## config.mk

```make
export PLATFORM = sky130hd
export DESIGN_NAME = ccf_resp_flat
export DESIGN_NICKNAME = d
export VERILOG_FILES = /design/src/ccf_pkg.sv /design/src/ccf_out_if.sv /design/src/ccf_resp.sv /design/src/flat_wrapper.sv
export SDC_FILE = /design/constraint.sdc
export NUM_CORES = 1
export LEC_CHECK = 0
export BUFFER_PORTS_ARGS = -buffer_cell sky130_fd_sc_hd__buf_4
export CORE_UTILIZATION = 29
export DETAILED_ROUTE_END_ITERATION = 6
export PLACE_DENSITY = 0.65
export SLEW_MARGIN = 0
export SYNTH_ARGS = -nofsm -noshare
export SYNTH_HDL_FRONTEND = slang
export SYNTH_SLANG_ARGS = --single-unit
export TNS_END_PERCENT = 20
```

## constraint.sdc

```tcl
create_clock -name i_clk -period 10.2 [get_ports i_clk]
set_clock_uncertainty 0.2 [all_clocks]
set_input_delay 1.02 -clock i_clk [delete_from_list [all_inputs] [get_ports i_clk]]
set_output_delay 1.02 -clock i_clk [all_outputs]
set_load 0.01 [all_outputs]
```

## src/ccf_pkg.sv

```systemverilog
// ccf_pkg: types, field widths and codes shared by the CAN frame capture FIFO.
// No dependencies; compiled first.
package ccf_pkg;

    localparam int OP_W     = 2;
    localparam int IDENT_W  = 29;
    localparam int ID_W     = 11;
    localparam int CNT_W    = 4;
    localparam int DATA_W   = 64;
    localparam int TIME_W   = 32;
    localparam int DROP_W   = 32;
    localparam int STATUS_W = 3;
    localparam int CFG_IDX_W = 1;
    localparam int NUM_BYTES = DATA_W / 8;

    localparam logic [ID_W-1:0]  ID_FIRST_RST  = 11'h7E0;
    localparam logic [ID_W-1:0]  ID_SECOND_RST = 11'h7E8;
    localparam logic [CNT_W-1:0] MAX_BYTES     = 4'd8;

    localparam logic [CFG_IDX_W-1:0] CFG_ID_FIRST  = 1'b0;
    localparam logic [CFG_IDX_W-1:0] CFG_ID_SECOND = 1'b1;

    typedef enum logic [OP_W-1:0] {
        OP_FRAME = 2'd0,
        OP_POP   = 2'd1,
        OP_CLEAR = 2'd2
    } t_opcode;

    typedef enum logic [STATUS_W-1:0] {
        ST_FILTERED   = 3'd0,
        ST_STORED     = 3'd1,
        ST_DROPPED    = 3'd2,
        ST_POPPED     = 3'd3,
        ST_EMPTY      = 3'd4,
        ST_COUNT_READ = 3'd5
    } t_status;

    typedef struct packed {
        logic [OP_W-1:0]    opcode;
        logic               is_extended;
        logic               is_remote;
        logic [IDENT_W-1:0] frame_ident;
        logic [CNT_W-1:0]   length_code;
        logic [DATA_W-1:0]  frame_payload;
        logic [TIME_W-1:0]  arrival_time;
    } t_in_item;

    typedef struct packed {
        logic [TIME_W-1:0] stamp;
        logic [ID_W-1:0]   ident;
        logic [CNT_W-1:0]  count;
        logic [DATA_W-1:0] payload;
    } t_slot;

    typedef struct packed {
        t_status           status;
        logic [DROP_W-1:0] drop;
        logic              pop;
    } t_meta;

    typedef struct packed {
        t_status           status;
        t_slot             slot;
        logic [DROP_W-1:0] drop;
    } t_result;

endpackage

```

## src/ccf_out_if.sv

```systemverilog
// ccf_out_if: result channel, one transaction per accepted input transaction.
// Depends on ccf_pkg for field widths.
interface ccf_out_if;
    logic                         valid;
    logic                         ready;
    logic [ccf_pkg::STATUS_W-1:0] status;
    logic [ccf_pkg::TIME_W-1:0]   out_time;
    logic [ccf_pkg::ID_W-1:0]     out_ident;
    logic [ccf_pkg::CNT_W-1:0]    out_byte_count;
    logic [ccf_pkg::DATA_W-1:0]   out_payload;
    logic [ccf_pkg::DROP_W-1:0]   drop_total;

    modport source (output valid, status, out_time, out_ident, out_byte_count,
                    out_payload, drop_total, input ready);
    modport sink   (input valid, status, out_time, out_ident, out_byte_count,
                    out_payload, drop_total, output ready);
endinterface

```

## src/ccf_resp.sv

```systemverilog
// ccf_resp: read-data stage and output register of the result channel.
// Depends on ccf_pkg and ccf_out_if.
module ccf_resp (
    input  logic            i_clk,
    input  logic            i_rst_n,
    input  logic            i_accept,
    input  ccf_pkg::t_meta  i_meta,
    input  ccf_pkg::t_slot  i_rdata,
    output logic            o_in_ready,
    ccf_out_if.source       o_out
);
    import ccf_pkg::*;

    logic    r_s1_valid, n_s1_valid;
    t_meta   r_s1_meta;
    logic    r_out_valid, n_out_valid;
    t_result r_out;
    logic    s1_move;

    assign s1_move    = r_s1_valid && (!r_out_valid || o_out.ready);
    assign o_in_ready = !r_s1_valid || s1_move;

    always_comb begin
        n_s1_valid = r_s1_valid;
        if (i_accept) begin
            n_s1_valid = 1'b1;
        end else if (s1_move) begin
            n_s1_valid = 1'b0;
        end
        n_out_valid = r_out_valid;
        if (s1_move) begin
            n_out_valid = 1'b1;
        end else if (o_out.ready) begin
            n_out_valid = 1'b0;
        end
    end

    always_ff @(posedge i_clk) begin
        if (!i_rst_n) begin
            r_s1_valid  <= 1'b0;
            r_out_valid <= 1'b0;
        end else begin
            r_s1_valid  <= n_s1_valid;
            r_out_valid <= n_out_valid;
        end
    end

    always_ff @(posedge i_clk) begin
        if (i_accept) begin
            r_s1_meta <= i_meta;
        end
        if (s1_move) begin
            r_out.status <= r_s1_meta.status;
            r_out.drop   <= r_s1_meta.drop;
            r_out.slot   <= r_s1_meta.pop ? i_rdata : '0;
        end
    end

    assign o_out.valid          = r_out_valid;
    assign o_out.status         = r_out.status;
    assign o_out.out_time       = r_out.slot.stamp;
    assign o_out.out_ident      = r_out.slot.ident;
    assign o_out.out_byte_count = r_out.slot.count;
    assign o_out.out_payload    = r_out.slot.payload;
    assign o_out.drop_total     = r_out.drop;
endmodule

```

## src/flat_wrapper.sv

```systemverilog
// flat-port wrapper written by rule: the top's interface ports become plain ports
module ccf_resp_flat import ccf_pkg::*;
  (i_clk, i_rst_n, i_accept, i_meta, i_rdata, o_in_ready, o_out_valid, o_out_status, o_out_out_time, o_out_out_ident, o_out_out_byte_count, o_out_out_payload, o_out_drop_total, o_out_ready);
  ccf_out_if o_out_i ();
  input  logic i_clk;
  input  logic i_rst_n;
  input  logic i_accept;
  input  ccf_pkg::t_meta i_meta;
  input  ccf_pkg::t_slot i_rdata;
  output logic o_in_ready;
  output wire logic [$bits(o_out_i.valid)-1:0] o_out_valid;
  output wire logic [$bits(o_out_i.status)-1:0] o_out_status;
  output wire logic [$bits(o_out_i.out_time)-1:0] o_out_out_time;
  output wire logic [$bits(o_out_i.out_ident)-1:0] o_out_out_ident;
  output wire logic [$bits(o_out_i.out_byte_count)-1:0] o_out_out_byte_count;
  output wire logic [$bits(o_out_i.out_payload)-1:0] o_out_out_payload;
  output wire logic [$bits(o_out_i.drop_total)-1:0] o_out_drop_total;
  input wire logic [$bits(o_out_i.ready)-1:0] o_out_ready;
  assign o_out_valid = o_out_i.valid;
  assign o_out_status = o_out_i.status;
  assign o_out_out_time = o_out_i.out_time;
  assign o_out_out_ident = o_out_i.out_ident;
  assign o_out_out_byte_count = o_out_i.out_byte_count;
  assign o_out_out_payload = o_out_i.out_payload;
  assign o_out_drop_total = o_out_i.drop_total;
  assign o_out_i.ready = o_out_ready;
  ccf_resp u_core (.i_clk(i_clk), .i_rst_n(i_rst_n), .i_accept(i_accept), .i_meta(i_meta), .i_rdata(i_rdata), .o_in_ready(o_in_ready), .o_out(o_out_i));
endmodule
```

# Yosys cells after proc, flatten, opt, wreduce, memory -nomap -nowiden
# Index checks and enable logic that the tools add are counted.
# classes
muxes	4
reduce_logical	7
# ops
op	n
1-bit 2-to-1 mux	4
2-bit nonzero test	2
1-bit logical NOT	2
1-bit logical OR	2
1-bit logical AND	1
# totals
register_bits	184
output_inout_bits	148

# Logic depth before layout (Yosys ltp)
# Gate-level depths: netlist of run 1.
# logic_depth
ltp_word	5
depth_mapped	3
ltp_nobuf	2

# Worst setup path after synthesis of run 1
# No wires, ideal clock.
# synth_path
kind	input port to flip-flop
startpoint	input port o_out_ready
endpoint	register u_core.r_out (netlist bit u_core.o_out.drop_total[0]), enable pin
setup_ps	671
arrival_ps	7551
t_required_ps	9329
path_slack_ps	1778
cell_stages	2
path_buffers	0
cell_sequence	nor2b_1 -> nor2b_1
# synth_via
elab_chain_len	2
# synth_lines
item	line	rtl
from (decl)	flat_wrapper.sv:18	input wire logic [$bits(o_out_i.ready)-1:0] o_out_ready;
1-bit logical OR	ccf_resp.sv:20	assign s1_move = r_s1_valid && (!r_out_valid || o_out.ready);
1-bit logical AND	ccf_resp.sv:20	
to (decl)	ccf_resp.sv:17	t_result r_out;
# Every way passes these cells.
# A chain may end at the register's enable or synchronous reset.

# Worst setup path after layout of run 1
# layout_path
startpoint	input port o_out_ready
endpoint	register, netlist name u_core.o_out.status[0]
# layout_via
elab_chain_len	2
# layout_lines
item	line
1-bit logical OR	ccf_resp.sv:20
1-bit logical AND	ccf_resp.sv:20
# Every way passes these cells.

==> out/results.tsv, run 1 <==
stage	metric	value	unit
place	io_buffers	298	
die	die_y	150	um
pwr	ir_drop	0.0000967	V
final_layout	stdcell_count	909	
global_routing	antenna_found_initial	0	
final_layout	syn_to_final_growth	49.0	%
detailed_routing	drtIter0Drc	131	
detailed_routing	drtPass1Iterations	4	
timing	drv_slew	0	
clock_tree	clockBufferDepth	2	
detailed_routing	wl	14300	um
final_layout	antenna_cells	0	
clock_tree	cts_tree	done	
die	core.rowCount	53	
clock_tree	cts.sinks	184	
pwr	total_power	1.74	mW
synthesis	syn_nets	464	
final_layout	final_area	0.00948	mm^2
critical_path	path_max_fanout	77	
synthesis	synth.top_cell.area_share	85.9	%
die	die_w	150	um
timing	worst_slack	7.11	ns
synthesis	yosys_register_bits	184	
synthesis	yosysSeqAreaShare	86.5	%
global_routing	grt_pass1_vias	3839	
critical_path	cpMostUsedCell	buf_4	
final_layout	layout.nets	772	
critical_path	worstSetupPathType	in2reg	
pwr	p_leak	3.83	nW
global_routing	grt_overflow	0	
detailed_routing	wl_per_cell	15.7	um
place	place_congestion	0.798	
clock_tree	cts_buffers	17	
detailed_routing	via_per_inst	4.10	
clock_tree	cts_hold_buf	0	
global_routing	grt_usage	12.4	%
die	dieArea	0.0225	mm^2
critical_path	worst_setup_path_end_kind	flop	
critical_path	slowest_stage	buf_4	
final_layout	final_util	44.5	%
synthesis	avgSynthCellArea	20.3	um^2
hold_path	hold_class	reg2reg	
global_routing	grt_max_degree	112	
clock_tree	clkTransAtPathRegs	0.07	ns
critical_path	start_kind	input port	
outcome	status	finished clean	
clock_tree	clockRootBuffer	clkbuf_16	
die	io_pins	299	
timing	period_needed	3.09	ns
place	dp_hpwl	10500	um
die	coreArea	0.0213	mm^2
detailed_routing	drtAntennaViolNets	0	
final_layout	drive_above_1_share	52.7	%
clock_tree	htree_num_levels	4	
synthesis	syn_inst	313	
timing	setup-violations-final	0	
clock_tree	clock_latency	0.42	ns
timing	whs	0.221	ns
synthesis	synthDistinctLibCells	9	
critical_path	cp.arrival	2.94	ns
die	initial_core_util	29.9	%
final_layout	final_common_cell	buf_4	
final_layout	mostFrequentLayoutCells	buf_4, edfxtp_1, and2_1	
timing	tns	0	ns
timing	worstMarginPinSlew	0.967	ns
clock_tree	cts_setup_buffers	0	
final_layout	fill_cells	1882	
synthesis	synth_area_leaders	edfxtp_1, and2_1, buf_6	
timing	rsz0062_at_grt	no	
detailed_routing	route.detailed.drc	0	
detailed_routing	vias	3730	
global_routing	grt_first_pass_wirelength	20600	um
place	dp_slack	6.66	ns
clock_tree	ctsResizeCount	0	
synthesis	synth_area	0.00636	mm^2
critical_path	crit_path_max_incr_delay	0.86	ns
synthesis	yosysTopAreaCell	edfxtp_1	
pwr	powerDensity	184	mW/mm^2
synthesis	yosysWarnings	0	
place	place_area	0.00885	mm^2
timing	fin_crit_sh	30.3	%
job	maxCapViolCount	0	
timing	final_hold_viol_count	0	
timing	max_slew_margin	35.5	%
critical_path	path_cells	buf_4, nor2b_1, nor2b_4, buf_4, buf_4	
critical_path	worst-endpoint-required	10.05	ns
place	dp.cells	877	
timing	fmax	323	MHz
[synthesized netlist by cell type]
master	instances
nor2b_1	2
dfxtp_1	2
a22o_1	1
and2_1	112
nand2_1	1
edfxtp_1	182
buf_2	2
buf_6	10
o21a_1	1
[flip-flops by register name, summed over array words and instances, names as in the netlist]
register,flops
u_core.o_out.valid,1
u_core.o_out.out_time,32
u_core.r_s1_meta,36
u_core.o_out.out_byte_count,4
u_core.o_out.out_ident,11
u_core.r_s1_valid,1
u_core.o_out.status,3
u_core.o_out.out_payload,64
u_core.o_out.drop_total,32
[final cells by class]
type	count	area (um^2)	area share, %
repair buffers	301	2260	23.8
clock buffers	17	425	4.49
well taps	275	344	3.63
multi-input cells	117	741	7.81
flip-flops and latches	184	5510	58.1
clock inverters	15	204	2.15
[critical path: cells and delay by family]
kind / cells / cell delay (ns)
and+or+nand+nor: 2 / 0.19
buffers and inverters: 3 / 1.58
[metal layers]
layer  up-vias  share of wire [%]  wire length (um)  global-route usage [%]
met5         -                  0                 0                       0
met2       188                 51              7260                    21.0
met3        12                 11              1540                    5.79
met4         0                1.3               186                    4.60
li1       1754                  -                 -                       -
met1      1776                 37              5300                    13.5
[kinds of logic (layout without fill, tap and decap cells)]
logic type	after synthesis	count (layout)	synth area share, %
AO/OA/AOI/OAI	2	2	0.256
buffers and inverters	12	333	1.93
flip-flops	184	184	86.5
AND/OR/NAND/NOR	115	115	11.3
[power by group]
| group | leakage [nW] | switching, mW | total [mW] | internal [mW] |
|---|---|---|---|---|
| clock network | 0.309 | 0.312 | 0.690 | 0.378 |
| registers | 1.75 | 0.0127 | 0.898 | 0.885 |
| logic | 1.76 | 0.0670 | 0.152 | 0.0855 |
| total | 3.83 | 0.391 | 1.74 | 1.35 |
[worst paths after layout]
| path | from | to | slack, ns | cells after the start |
|---|---|---|---|---|
| setup reg to reg | u_core.o_out.valid | u_core.o_out.status[0] | 7.36 | 4 |
| hold reg to reg | u_core.r_s1_meta[14] | u_core.o_out.drop_total[13] | 0.22 | 0 |
| setup / recovery | o_out_ready | u_core.o_out.status[0] | 7.11 | 5 |
| hold / removal | u_core.r_s1_meta[14] | u_core.o_out.drop_total[13] | 0.22 | 0 |
No activity file was read; power rests on OpenSTA's default activity.
==> run 2, diff against run 1 <==
Settings changed: PLACE_DENSITY 0.65 to 0.67.
Clock period 10.2 ns to 2.65 ns, I/O delays scaled along.
==> out/results.tsv, run 2 (synthesized netlist as in run 1, its figures left out) <==
stage	metric	value	unit
outcome	status	finished clean	
job	maxCapViolCount	0	
critical_path	cpMostUsedCell	buf_4	
timing	max_slew_margin	65.8	%
critical_path	worst-endpoint-required	2.18	ns
final_layout	multiInputGateArea	748	um^2
global_routing	grt_overflow	0	
clock_tree	cts.sinks	184	
final_layout	largest_reg_flops	64	
hold_path	holdPathStages	1	
die	core.rowCount	53	
critical_path	worstSetupPathType	in2out	
clock_tree	cts_buffers	17	
detailed_routing	route.detailed.drc	0	
final_layout	drive_above_1_share	42.9	%
die	die_y	150	um
die	dieArea	0.0225	mm^2
final_layout	syn_to_final_growth	72.8	%
final_layout	final_util	51.6	%
final_layout	final_area	0.0110	mm^2
pwr	ir_drop	0.000382	V
clock_tree	clockBufferDepth	2	
clock_tree	htree_num_levels	4	
critical_path	regToRegSetupSlack	0.97	ns
timing	drv_slew	0	
critical_path	rr_worst_depth	3	
critical_path	cp.arrival	1.34	ns
critical_path	path_max_fanout	4	
die	io_pins	299	
clock_tree	clock_latency	0.42	ns
place	place_area	0.00889	mm^2
die	die_w	150	um
critical_path	r2r_end	u_core.o_out.out_payload[55]	
detailed_routing	via_per_inst	4.02	
detailed_routing	wl	16300	um
hold_path	hp-start	i_accept	
die	coreArea	0.0213	mm^2
hold_path	hold_end	u_core.r_s1_meta[11]	
detailed_routing	drtAntennaViolNets	0	
critical_path	path_buf_inv	3	
place	io_buffers	298	
pwr	powerDensity	614	mW/mm^2
timing	setup-violations-final	0	
pwr	total_power	6.75	mW
detailed_routing	drtPass1Iterations	4	
timing	worstMarginPinSlew	0.512	ns
global_routing	grt_first_pass_wirelength	23800	um
hold_path	hold_class	in2reg	
timing	fin_crit_sh	68.0	%
global_routing	grt_usage	14.3	%
detailed_routing	vias	4267	
clock_tree	clkTransAtPathRegs	0.08	ns
place	place_congestion	0.715	
final_layout	mostFrequentLayoutCells	buf_4, edfxtp_1, dlygate4sd3_1	
timing	period_needed	1.80	ns
timing	fmax	555	MHz
critical_path	reg2reg_from	u_core.o_out.valid	
final_layout	final-seq-area	0.00551	mm^2
final_layout	final_common_cell	buf_4	
timing	tns	0	ns
timing	worst_slack	0.848	ns
critical_path	start_kind	input port	
clock_tree	cts_tree	done	
detailed_routing	wl_per_cell	15.4	um
global_routing	antenna_found_initial	0	
global_routing	grt_pass1_vias	4507	
final_layout	layout.nets	923	
global_routing	grt_max_degree	89	
place	dp_slack	1.01	ns
timing	final_hold_viol_count	0	
timing	rsz0062_at_grt	no	
critical_path	slowest_stage	dlygate4sd3_1	
detailed_routing	drtIter0Drc	97	
critical_path	path_cells	dlygate4sd3_1, buf_4, nor2b_4, nand2_1, buf_4	
critical_path	crit_path_max_incr_delay	0.54	ns
die	initial_core_util	29.9	%
critical_path	path_delay_family	buffers and inverters	
final_layout	fill_cells	1732	
clock_tree	clockRootBuffer	clkbuf_16	
pwr	p_leak	4.45	nW
clock_tree	cts_setup_buffers	0	
critical_path	worst_setup_path_end_kind	output port	
critical_path	cp-startpoint	o_out_ready	
[run 2: cell count changes in the layout (fill, tap and decap cells not counted), sizes merged]
cell,previous run,this run
diode,0,1
bufinv,2,0
clkinvlp,0,1
inv,8,7
buf,301,302
clkinv,5,7
dlygate4sd3,0,150
[run 2: through the flow]
step,instances,hold slack (ns)
2_1_floorplan,313,0.164
3_3_place_gp,878,0.200
3_5_place_dp,878,0.205
4_1_cts,1060,0.117
5_1_grt,1060,0.132
6_report,1061,0.133
[run 2: how the worst max path moves through the flow]
stage,end,slack [ns],cells past startpoint
after floorplan,u_core.o_out.drop_total[0],-0.59,2
after global placement,u_core.o_out.out_payload[14],1.03,3
after detailed placement,u_core.o_out.out_payload[26],1.01,3
after CTS,o_in_ready,0.87,5
after global routing,o_in_ready,0.82,5
final,o_in_ready,0.85,5
[run 2: worst register-to-register path, cell delays in order (launching register included)]
cell and delay [ns]:
dfxtp_2 0.33, nor2b_4 0.14, nor2b_4 0.17, buf_12 0.36
[run 2: where the power goes]
part / internal (mW) / switching, mW / total [mW]
clock network: 1.28 / 1.24 / 2.51
logic: 0.480 / 0.306 / 0.786
registers: 3.40 / 0.0464 / 3.45
[run 2: final cells by class]
cell class                      count  area share, %
Sequential cell                   184           50.1
Timing Repair Buffer              452           34.5
Antenna cell                        1         0.0228
Multi-Input combinational cell    117           6.81
Tap cell                          275           3.13
Clock inverter                     15           1.57
Clock buffer                       17           3.87
[run 2: metal layers]
layer	vias up	wire length (um)	GRT usage, %
li1	2052	-	-
met1	2006	6410	15.7
met2	197	8440	26.0
met3	12	1280	4.52
met4	0	197	4.75
met5	-	0	0
[run 2: timing repair]
action / 4_1_cts / 5_1_grt
endpoints found under the hold margin: 149 / 0
gates resized for setup: 0 / 0
hold buffers: 150 / 0
