`src/ccf_pkg.sv`:
```
// ccf_pkg: types, field widths and codes shared by the CAN frame capture FIFO.
// No dependencies; compiled first.
package ccf_pkg;

    localparam int OP_W     = 2;
    localparam int IDENT_W  = 29;
    localparam int ID_W     = 11;
    localparam int CNT_W    = 4;
    localparam int DATA_W   = 64;
    localparam int TIME_W   = 32;
    localparam int DROP_W   = 32;
    localparam int STATUS_W = 3;
    localparam int CFG_IDX_W = 1;
    localparam int NUM_BYTES = DATA_W / 8;

    localparam logic [ID_W-1:0]  ID_FIRST_RST  = 11'h7E0;
    localparam logic [ID_W-1:0]  ID_SECOND_RST = 11'h7E8;
    localparam logic [CNT_W-1:0] MAX_BYTES     = 4'd8;

    localparam logic [CFG_IDX_W-1:0] CFG_ID_FIRST  = 1'b0;
    localparam logic [CFG_IDX_W-1:0] CFG_ID_SECOND = 1'b1;

    typedef enum logic [OP_W-1:0] {
        OP_FRAME = 2'd0,
        OP_POP   = 2'd1,
        OP_CLEAR = 2'd2
    } t_opcode;

    typedef enum logic [STATUS_W-1:0] {
        ST_FILTERED   = 3'd0,
        ST_STORED     = 3'd1,
        ST_DROPPED    = 3'd2,
        ST_POPPED     = 3'd3,
        ST_EMPTY      = 3'd4,
        ST_COUNT_READ = 3'd5
    } t_status;

    typedef struct packed {
        logic [OP_W-1:0]    opcode;
        logic               is_extended;
        logic               is_remote;
        logic [IDENT_W-1:0] frame_ident;
        logic [CNT_W-1:0]   length_code;
        logic [DATA_W-1:0]  frame_payload;
        logic [TIME_W-1:0]  arrival_time;
    } t_in_item;

    typedef struct packed {
        logic [TIME_W-1:0] stamp;
        logic [ID_W-1:0]   ident;
        logic [CNT_W-1:0]  count;
        logic [DATA_W-1:0] payload;
    } t_slot;

    typedef struct packed {
        t_status           status;
        logic [DROP_W-1:0] drop;
        logic              pop;
    } t_meta;

    typedef struct packed {
        t_status           status;
        t_slot             slot;
        logic [DROP_W-1:0] drop;
    } t_result;

endpackage

```
`src/ccf_ctrl.sv`:
```
// ccf_ctrl: acceptance filter, ring pointers, drop counter and ID registers.
// Depends on ccf_pkg; drives the slot RAM ports.
module ccf_ctrl #(
    parameter int RING_DEPTH = 64,
    localparam int PW = (RING_DEPTH > 1) ? $clog2(RING_DEPTH) : 1
) (
    input  logic                          i_clk,
    input  logic                          i_rst_n,
    input  logic                          i_cfg_we,
    input  logic [ccf_pkg::CFG_IDX_W-1:0] i_cfg_idx,
    input  logic [ccf_pkg::ID_W-1:0]      i_cfg_data,
    input  logic                          i_accept,
    input  ccf_pkg::t_in_item             i_item,
    output logic                          o_ram_we,
    output logic [PW-1:0]                 o_ram_waddr,
    output ccf_pkg::t_slot                o_ram_wdata,
    output logic                          o_ram_re,
    output logic [PW-1:0]                 o_ram_raddr,
    output ccf_pkg::t_meta                o_meta
);
    import ccf_pkg::*;

    localparam logic [PW-1:0] LAST = PW'(RING_DEPTH - 1);

    logic [ID_W-1:0]   r_id_first, r_id_second;
    logic [PW-1:0]     r_wr, r_rd, n_wr, n_rd;
    logic [DROP_W-1:0] r_lost, n_lost;
    logic [PW-1:0]     wr_next, rd_next;
    logic              hit, full, empty;
    logic [CNT_W-1:0]  count;
    logic [DATA_W-1:0] kept;

    always_ff @(posedge i_clk) begin
        if (!i_rst_n) begin
            r_id_first  <= ID_FIRST_RST;
            r_id_second <= ID_SECOND_RST;
        end else if (i_cfg_we) begin
            unique case (i_cfg_idx)
                CFG_ID_FIRST:  r_id_first  <= i_cfg_data;
                CFG_ID_SECOND: r_id_second <= i_cfg_data;
                default: ;
            endcase
        end
    end

    assign wr_next = (r_wr == LAST) ? '0 : r_wr + 1'b1;
    assign rd_next = (r_rd == LAST) ? '0 : r_rd + 1'b1;
    assign full    = (wr_next == r_rd);
    assign empty   = (r_rd == r_wr);

    assign hit = !i_item.is_extended && !i_item.is_remote &&
                 ((i_item.frame_ident == {{(IDENT_W-ID_W){1'b0}}, r_id_first}) ||
                  (i_item.frame_ident == {{(IDENT_W-ID_W){1'b0}}, r_id_second}));
    assign count = (i_item.length_code > MAX_BYTES) ? MAX_BYTES : i_item.length_code;

    always_comb begin
        for (int b = 0; b < NUM_BYTES; b++) begin
            kept[8*b +: 8] = (CNT_W'(b) < count) ? i_item.frame_payload[8*b +: 8] : 8'h00;
        end
    end

    always_comb begin
        n_wr          = r_wr;
        n_rd          = r_rd;
        n_lost        = r_lost;
        o_ram_we      = 1'b0;
        o_ram_re      = 1'b0;
        o_meta.status = ST_FILTERED;
        o_meta.pop    = 1'b0;
        if (i_accept) begin
            unique case (t_opcode'(i_item.opcode))
                OP_FRAME: begin
                    if (hit) begin
                        if (full) begin
                            if (r_lost != '1) begin
                                n_lost = r_lost + 1'b1;
                            end
                            o_meta.status = ST_DROPPED;
                        end else begin
                            o_ram_we      = 1'b1;
                            n_wr          = wr_next;
                            o_meta.status = ST_STORED;
                        end
                    end
                end
                OP_POP: begin
                    if (empty) begin
                        o_meta.status = ST_EMPTY;
                    end else begin
                        o_ram_re      = 1'b1;
                        n_rd          = rd_next;
                        o_meta.status = ST_POPPED;
                        o_meta.pop    = 1'b1;
                    end
                end
                OP_CLEAR: begin
                    n_lost        = '0;
                    o_meta.status = ST_COUNT_READ;
                end
                default: ;
            endcase
        end
        o_meta.drop = (o_meta.status == ST_COUNT_READ) ? r_lost : n_lost;
    end

    always_ff @(posedge i_clk) begin
        if (!i_rst_n) begin
            r_wr   <= '0;
            r_rd   <= '0;
            r_lost <= '0;
        end else begin
            r_wr   <= n_wr;
            r_rd   <= n_rd;
            r_lost <= n_lost;
        end
    end

    assign o_ram_waddr         = r_wr;
    assign o_ram_raddr         = r_rd;
    assign o_ram_wdata.stamp   = i_item.arrival_time;
    assign o_ram_wdata.ident   = i_item.frame_ident[ID_W-1:0];
    assign o_ram_wdata.count   = count;
    assign o_ram_wdata.payload = kept;
endmodule

```
`config.mk`:
```
export PLATFORM = sky130hd
export DESIGN_NAME = ccf_ctrl
export DESIGN_NICKNAME = d
export VERILOG_FILES = /design/src/ccf_pkg.sv /design/src/ccf_ctrl.sv
export SDC_FILE = /design/constraint.sdc
export NUM_CORES = 1
export LEC_CHECK = 0
export BUFFER_PORTS_ARGS = -buffer_cell sky130_fd_sc_hd__buf_4
export CAP_MARGIN = 20
export CELL_PAD_IN_SITES_DETAIL_PLACEMENT = 0
export CELL_PAD_IN_SITES_GLOBAL_PLACEMENT = 1
export CORE_MARGIN = 2
export CORE_UTILIZATION = 30
export CTS_CLUSTER_DIAMETER = 80
export DETAILED_ROUTE_END_ITERATION = 16
export PLACE_DENSITY = 0.9
export SLEW_MARGIN = 20
export SYNTH_ARGS = -nofsm -noshare
export SYNTH_HDL_FRONTEND = slang
export SYNTH_SLANG_ARGS = --single-unit
```
`constraint.sdc`:
```
create_clock -name i_clk -period 3.1 [get_ports i_clk]
set_clock_uncertainty 0.05 [all_clocks]
set_input_delay 0.62 -clock i_clk [delete_from_list [all_inputs] [get_ports i_clk]]
set_output_delay 0.62 -clock i_clk [all_outputs]
set_load 0.005 [all_outputs]
```
## Word-level counts from Yosys, hierarchy flattened

Cells that the tools add are included.

- Register bits: 66
- Word-level logic and storage cells: 69

- Add/subtract/negate cells: 3
- Order comparisons: 9
- Equality and inequality tests: 10
- Muxes and demuxes: 29
- Bitwise operators: 3
- Reduce and logical (&&, ||, !) cells: 10

Operators with widths:

| cell | count |
|---|---|
| 2-to-1 mux 32 bit | 5 |
| 2-to-1 mux 8 bit | 8 |
| one-hot mux 32 bit (2 select lines) | 1 |
| equality test 29 x 11 -> 1 bit | 2 |
| adder 32 x 1 -> 32 bit (second input constant) | 1 |
| != test 32 bit (second input constant) | 1 |
| less-than comparator 3 x 4 -> 1 bit (first input constant) | 4 |
| adder 6 x 1 -> 6 bit (second input constant) | 2 |
| equality test 6 bit | 2 |
| equality test 6 bit (second input constant) | 2 |
| 2-to-1 mux 6 bit | 2 |
| one-hot mux 3 bit (3 select lines) | 1 |
| less-than comparator 1 x 4 -> 1 bit (first input constant) | 2 |
| less-than comparator 2 x 4 -> 1 bit (first input constant) | 2 |
| 2-to-1 mux 1 bit | 7 |
| 2-to-1 mux 3 bit | 2 |
| greater-than comparator 4 bit (second input constant) | 1 |
| 2-to-1 mux 2 bit | 2 |
| 2-to-1 mux 4 bit | 1 |
| AND reduction 2 bit | 2 |
| AND reduction 4 bit | 1 |
| equality test 3 bit (second input constant) | 1 |
| NOT 1 bit | 3 |
| AND reduction 3 bit | 1 |
| 6 further kinds | 8 |

## Longest topological paths before layout

Gate-level depths: netlist of run 1.

- Depth after elaboration: 9
- Depth in mapped cells: 10

## Worst setup path after synthesis of run 1

OpenSTA, ideal clock, no wires.

- Kind: input to output
- From: input port i_item[123] (netlist name)
- To: output port o_meta[8] (netlist name)
- Data arrival time: 2334 ps
- Data required time: 2430 ps
- Setup slack: 96 ps
- Stages: 8
- Path through: nor4_1 > nand4_1 > or4_4 > a211oi_2 > and4_1 > buf_2 > nand2_1 > xnor2_1

RTL lines:

| what | RTL line | source |
|---|---|---|
| from (decl) | ccf_ctrl.sv:13 | `input ccf_pkg::t_in_item i_item,` |
| to (decl) | ccf_ctrl.sv:19 | `output ccf_pkg::t_meta o_meta` |

==> results of run 1 <==
layer usage:
layer  share of wire [%]  up-vias  track usage, %  wire length, microns
li1                    -     2793               -                     -
met1                  44     2638            25.2                  7960
met4                 1.2        0            5.61                   223
met3                 7.6       21            5.63                  1380
met2                  47      208            31.5                  8640
met5                   0        -               0                     0
cells by family after synthesis:
logic type                 count (synthesis)
AOI/OAI and AO/OA                         89
and+or+nand+nor                          354
DFF                                       66
buffers and inverters                     90
xor gates and xnor gates                  67
muxes                                      8
adders and majority gates                  3
worst max-delay path, stage by stage:
cell	delay, ns
buf_6	0.10
nor4_4	0.27
nand4_1	0.12
or4_4	0.46
buf_6	0.15
a211oi_4	0.17
and4_4	0.29
buf_6	0.13
buf_8	0.12
nand2_2	0.06
xnor2_2	0.15
buf_4	0.13
cells in the final DEF (no fill, tap or decap), drive strengths merged, types with 2 or more instances in the layout:
cell type,instances
buf,317
nand2,95
dfxtp,66
nor2b,56
xor2,44
nand3,37
nor2,33
a21oi,28
xnor2,23
and2,22
or4,21
nor4,21
o31ai,20
nand4,19
and3,15
o21ai,13
a21boi,12
nand2b,10
clkbuf,10
inv,9
mux2i,8
nor3,6
nor3b,5
or3,3
and3b,3
o21a,3
ha,3
bufinv,3
a211oi,3
nand4b,2
or2,2
and4,2
flip-flops by register name (all words and copies together), names as in the netlist:
register,cells
r_lost,32
o_ram_waddr,6
r_id_first,11
r_id_second,11
o_ram_raddr,6
worst max-delay path by stage:
stage	cells past startpoint	startpoint	slack, ns	endpoint
floorplan	8	i_item[123]	0.1	o_meta[8]
global placement	10	i_item[115]	-0.51	o_meta[30]
detailed placement	10	i_item[115]	-0.54	o_meta[30]
CTS	12	i_item[118]	-0.37	o_meta[8]
global route	19	i_item[124]	-0.48	r_lost[12]$_SDFF_PN0_
finish	12	i_item[124]	-0.35	o_meta[8]
area by class of cell:
cell class / count / area [sq um]
inverter: 6 / 22.5
sequential: 66 / 1320
tap: 220 / 275
timing repair buffer: 318 / 2500
multi-input combinational: 521 / 3620
clock buffer: 9 / 225
fill: 1593 / 8430
clock inverter: 7 / 124
Yosys cell counts, drive strengths merged (13+ instances only):
| library cell | number |
|---|---|
| nand2 | 95 |
| dfxtp | 66 |
| nor2b | 56 |
| buf | 54 |
| xor2 | 44 |
| nand3 | 37 |
| nor2 | 33 |
| clkbuf | 30 |
| a21oi | 28 |
| xnor2 | 23 |
| and2 | 22 |
| nor4 | 21 |
| or4 | 21 |
| o31ai | 20 |
| nand4 | 19 |
| and3 | 15 |
| o21ai | 13 |
repair_timing:
action	in CTS	in global routing
pin swaps	29	14
cloned	0	1
setup endpoints to repair	33	61
resized for setup	76	25
setup buffers	13	4
hold endpoints to repair	0	0
power breakdown:
part / internal (mW) / switching [mW] / leakage [nW]
combinational: 0.238 / 0.170 / 3.01
sequential: 0.865 / 0.0107 / 0.537
clock: 0.794 / 0.426 / 0.167
==> results.toml, run 1 <==
[cts]
cts_tree = "done"
htree_levels = 3
cts_hold_buf = 0
cts.clk_slew.worst_paths_ns = 0.06
cts_root_buffer = "clkbuf_16"
clockBufferDepth = 2
cts_inserted_buffers = 9
clock_latency_ns = 0.35
cts_sinks = 66

[logic_synthesis]
synth_edf_count = 0
synth_top_family_by_area = "simple AND/OR/NAND/NOR gates"
seq_area_frac_synth_pct = 26.1
yosys.area_share.simple_pct = 37.8
synthCells = 677
ys_async_sr_fraction_pct = 0
synth_seq_cells = 66
synth_flop_cell = "dfxtp_1"
yosysTopAreaCellShare_pct = 26.1
mappedNetlistNets = 829
synth_area_sq_um = 5060
synthMuxAreaShare_pct = 1.58
ys.warnings.count = 0
synthXorXnorAreaFrac_pct = 11.6
synth_cell_types = 55
syn_area_per_cell_sq_um = 7.47
synthTopCellsByArea = "dfxtp_1 26%, xor2_1 7.6%, nand2_1 7.0%"
synth-adder-area-share_pct = 0.742
synth_compound_area_share_pct = 11.8
yosysTopAreaCell = "dfxtp_1"

[sta]
fmax_mhz = 290
fin_crit_sh_pct = 111
finalSetupViolCount = 59
fin_ws_ns = -0.345
tns_ns = -14.62
slew_viol_final = 0
worstMarginPinSlew_ns = 0.900
grt_setup_unrepaired = "yes"
fin_crit_ns = 3.45
hold_ws_ns = 0.425
final-hold-violation-count = 0
maxSlewHeadroom_pct = 39.9

[power_and_ir_drop]
finalPower_mw = 2.50
p_leak_nw = 3.72
powerDensity_nw_per_um2 = 309
ir_drop_v = 0.000268

[min_path]
holdCritStartpoint = "r_id_first[2]$_SDFFE_PN0P_"
whs_endpoint = "r_id_first[2]$_SDFFE_PN0P_"
hp-class = "reg2reg"
whs_path_depth = 2

[critical_path]
ff2ff_setup_slack_ns = -0.24
path_max_fanout = 4
end_kind = "output pin"
cp.required_ns = 2.43
worstReg2RegEnd = "r_lost[16]$_SDFF_PN0_"
arrival_ns = 2.78
reg2reg_depth = 18
startpoint_type = "input port"
criticalPathCategory = "in2out"
reg2reg_from = "r_id_first[1]$_SDFFE_PN0P_"

[global_routing]
grt_overflow = 0
grt_max_degree = 49
grt_pass1_wl_microns = 27900
track_usage_pct = 19.4
grt_pass1_vias = 5355
grt_antenna_before_repair = 0

[route]
remaining_drc_errors = 0
vias = 5660
routed_via_density = 4.93
ant_nets = 0
wl_microns = 18200
wl_per_cell_microns = 15.9
drt_iter0_drc = 296
firstDrtPassIters = 5

[die]
dieWidth_microns = 134
core-area_sq_um = 16500
fp.dieH_microns = 134
top_level_ports = 310
start_util_pct = 30.6
dieArea_sq_um = 17900
core.rowCount = 47

[placed_design]
placed_area_sq_um = 7100
gp_congestion = 0.857
dp_hpwl_microns = 13400
dp.cells = 1113
port_buffers = 245
place_ws_ns = -0.537

[outcome]
status = "finished with violations"
violations = "negative setup slack"

[final_layout]
drive_above_1_share_pct = 43.6
area_growth_pct = 60.0
final_area_sq_um = 8090
final_util_pct = 49.0
layout.nets = 1074
antenna_cells = 0
layout.cells.non_filler = 1147

[job]
maxCapViolCount = 0
Power figures use the tool's default switching activity.
==> inputs of run 2 (changes only) <==
Settings changed: PLACE_DENSITY 0.9 to unset, PLACE_DENSITY_LB_ADDON set to 0.3.
==> results.toml, run 2 (synthesized netlist as in run 1, its figures left out) <==
[cts]
cts_root_buffer = "clkbuf_16"
cts_hold_buf = 0
cts_inserted_buffers = 9
cts_tree = "done"
cts_sinks = 66
cts.clk_slew.worst_paths_ns = 0.05
clock_latency_ns = 0.34
clockBufferDepth = 2
htree_levels = 3

[power_and_ir_drop]
seqPwrFrac_pct = 37.4
p_sw_mw = 0.572
combPwrFrac_pct = 17.9
p_int_mw = 1.77
p_leak_nw = 3.54
ir_drop_v = 0.000291
power_frac_clock_pct = 44.7
powerDensity_nw_per_um2 = 292
switching_share_pct = 24.4

[sta]
maxSlewHeadroom_pct = 42.0
fin_ws_ns = -0.227
grt_setup_unrepaired = "yes"
finalSetupViolCount = 33
hold_ws_ns = 0.424
final-hold-violation-count = 0
fmax_mhz = 301
fin_crit_sh_pct = 107
fin_crit_ns = 3.33
slew_viol_final = 0
worstMarginPinSlew_ns = 0.868

[job]
maxCapViolCount = 0

[critical_path]
end_kind = "output pin"
path_max_fanout = 7
startpoint_type = "input port"
worstReg2RegEnd = "r_lost[22]$_SDFF_PN0_"
reg2reg_from = "r_lost[21]$_SDFF_PN0_"
reg2reg_depth = 8
ff2ff_setup_slack_ns = 0.55
arrival_ns = 2.66
crit_path_top_delay_cell = "or4_4"
cp_cell_sequence = "buf_4 > nor4_4 > nand4_1 > or4_4 > a211oi_2 > and4_4 > buf_6 > nand4_1 > xnor2_1 > buf_4"
cp.required_ns = 2.43
cpPeakStageDelay_ns = 0.49
criticalPathCategory = "in2out"

[route]
drt_iter0_drc = 233
remaining_drc_errors = 0
ant_nets = 0
firstDrtPassIters = 4
routed_via_density = 4.87
wl_microns = 19400
vias = 5552
wl_per_cell_microns = 17.1

[die]
start_util_pct = 30.6
top_level_ports = 310
dieArea_sq_um = 17900
dieWidth_microns = 134
core.rowCount = 47
fp.dieH_microns = 134
core-area_sq_um = 16500

[global_routing]
grt_antenna_before_repair = 0
grt_max_degree = 49
grt_use_met1_pct = 30.0
use_met2_pct = 32.4
gr-usage-met3_pct = 4.95
busiest_layer = "met2"
grt_overflow = 0
grt_pass1_vias = 5292
track_usage_pct = 21.2
grt_pass1_wl_microns = 29800

[outcome]
status = "finished with violations"
violations = "negative setup slack"

[final_layout]
final_area_sq_um = 8030
top_register = "r_lost"
layout.nets = 1067
largest_reg_flops = 32
drive_above_1_share_pct = 42.7
final_cell_mix = "289 x buf_4, 85 x nand2_1, 60 x dfxtp_1"
reg_top3 = "r_lost x32, r_id_first x11, r_id_second x11"
antenna_cells = 0
final_common_cell = "buf_4"
area_growth_pct = 58.7

[min_path]
whs_endpoint = "r_id_second[1]$_SDFFE_PN0P_"
holdCritStartpoint = "r_id_second[1]$_SDFFE_PN0P_"
hp-class = "reg2reg"
whs_path_depth = 2

[placed_design]
dp_hpwl_microns = 14800
port_buffers = 245
gp_congestion = 0.846
placed_area_sq_um = 7080
place_ws_ns = -0.391
## run 2: changes by cell type in the layout (fill, tap and decap cells not counted), sizes merged
cell,delta
clkinv,+1
inv,-3
clkinvlp,-1
bufinv,-2
buf,-6
clkbuf,+4
## run 2: routing by layer
metal	share of wire (%)	up-vias	routed length [microns]
met2	45	164	8700
met1	48	2580	9310
met3	6.0	24	1170
met5	0	-	0
li1	-	2784	-
met4	1.3	0	262
## run 2: power groups by stage
stage	logic, mW	clock network, mW	registers (mW)
after floorplan	0.176	0	0.893
after global placement	0.402	0	0.894
after detailed placement	0.402	0	0.894
after CTS	0.412	1.08	0.876
after global routing	0.454	1.10	0.877
final	0.419	1.05	0.876
## run 2: how the worst max path moves through the flow
stage,from,end,slack (ns),cells past startpoint
6_report,i_item[119],o_meta[18],-0.23,10
4_1_cts,i_item[116],o_meta[18],-0.28,10
2_1_floorplan,i_item[123],o_meta[8],0.1,8
3_3_place_gp,i_item[115],o_meta[31],-0.37,10
3_5_place_dp,i_item[115],o_meta[31],-0.39,10
5_1_grt,i_item[124],o_meta[27],-0.38,10
## run 2: per-stage QoR
step	instances	setup TNS [ns]	utilization [%]	power, mW
2_1_floorplan	677	0	-	1.07
3_3_place_gp	1110	-9.22	42.8	1.30
3_5_place_dp	1110	-9.28	42.8	1.30
4_1_cts	1132	-6.59	46.8	2.36
5_1_grt	1140	-9.92	48.6	2.43
6_report	1140	-5.80	48.6	2.34
## run 2: worst max-delay path, delay by kind of cell
kind,cells,cell delay (ns)
xor+xnor,1,0.21
compound gates,1,0.22
buf+inv,3,0.39
simple gates,5,1.21
## run 2: what timing repair did
item                                    4_1_cts  5_1_grt
pin swaps                                    42       34
endpoints found under the setup margin       35       35
buffers inserted                              6        9
gates cloned                                  1        0
gates resized for setup                      70       50
## run 2: layout make-up
type                    count  area, sq um
clock buffers              14          264
clock inverters             2         35.0
fillers                  1637         8500
inverters                   6         22.5
multi-input cells         521         3650
flip-flops and latches     66         1330
well taps                 220          275
repair buffers            311         2450
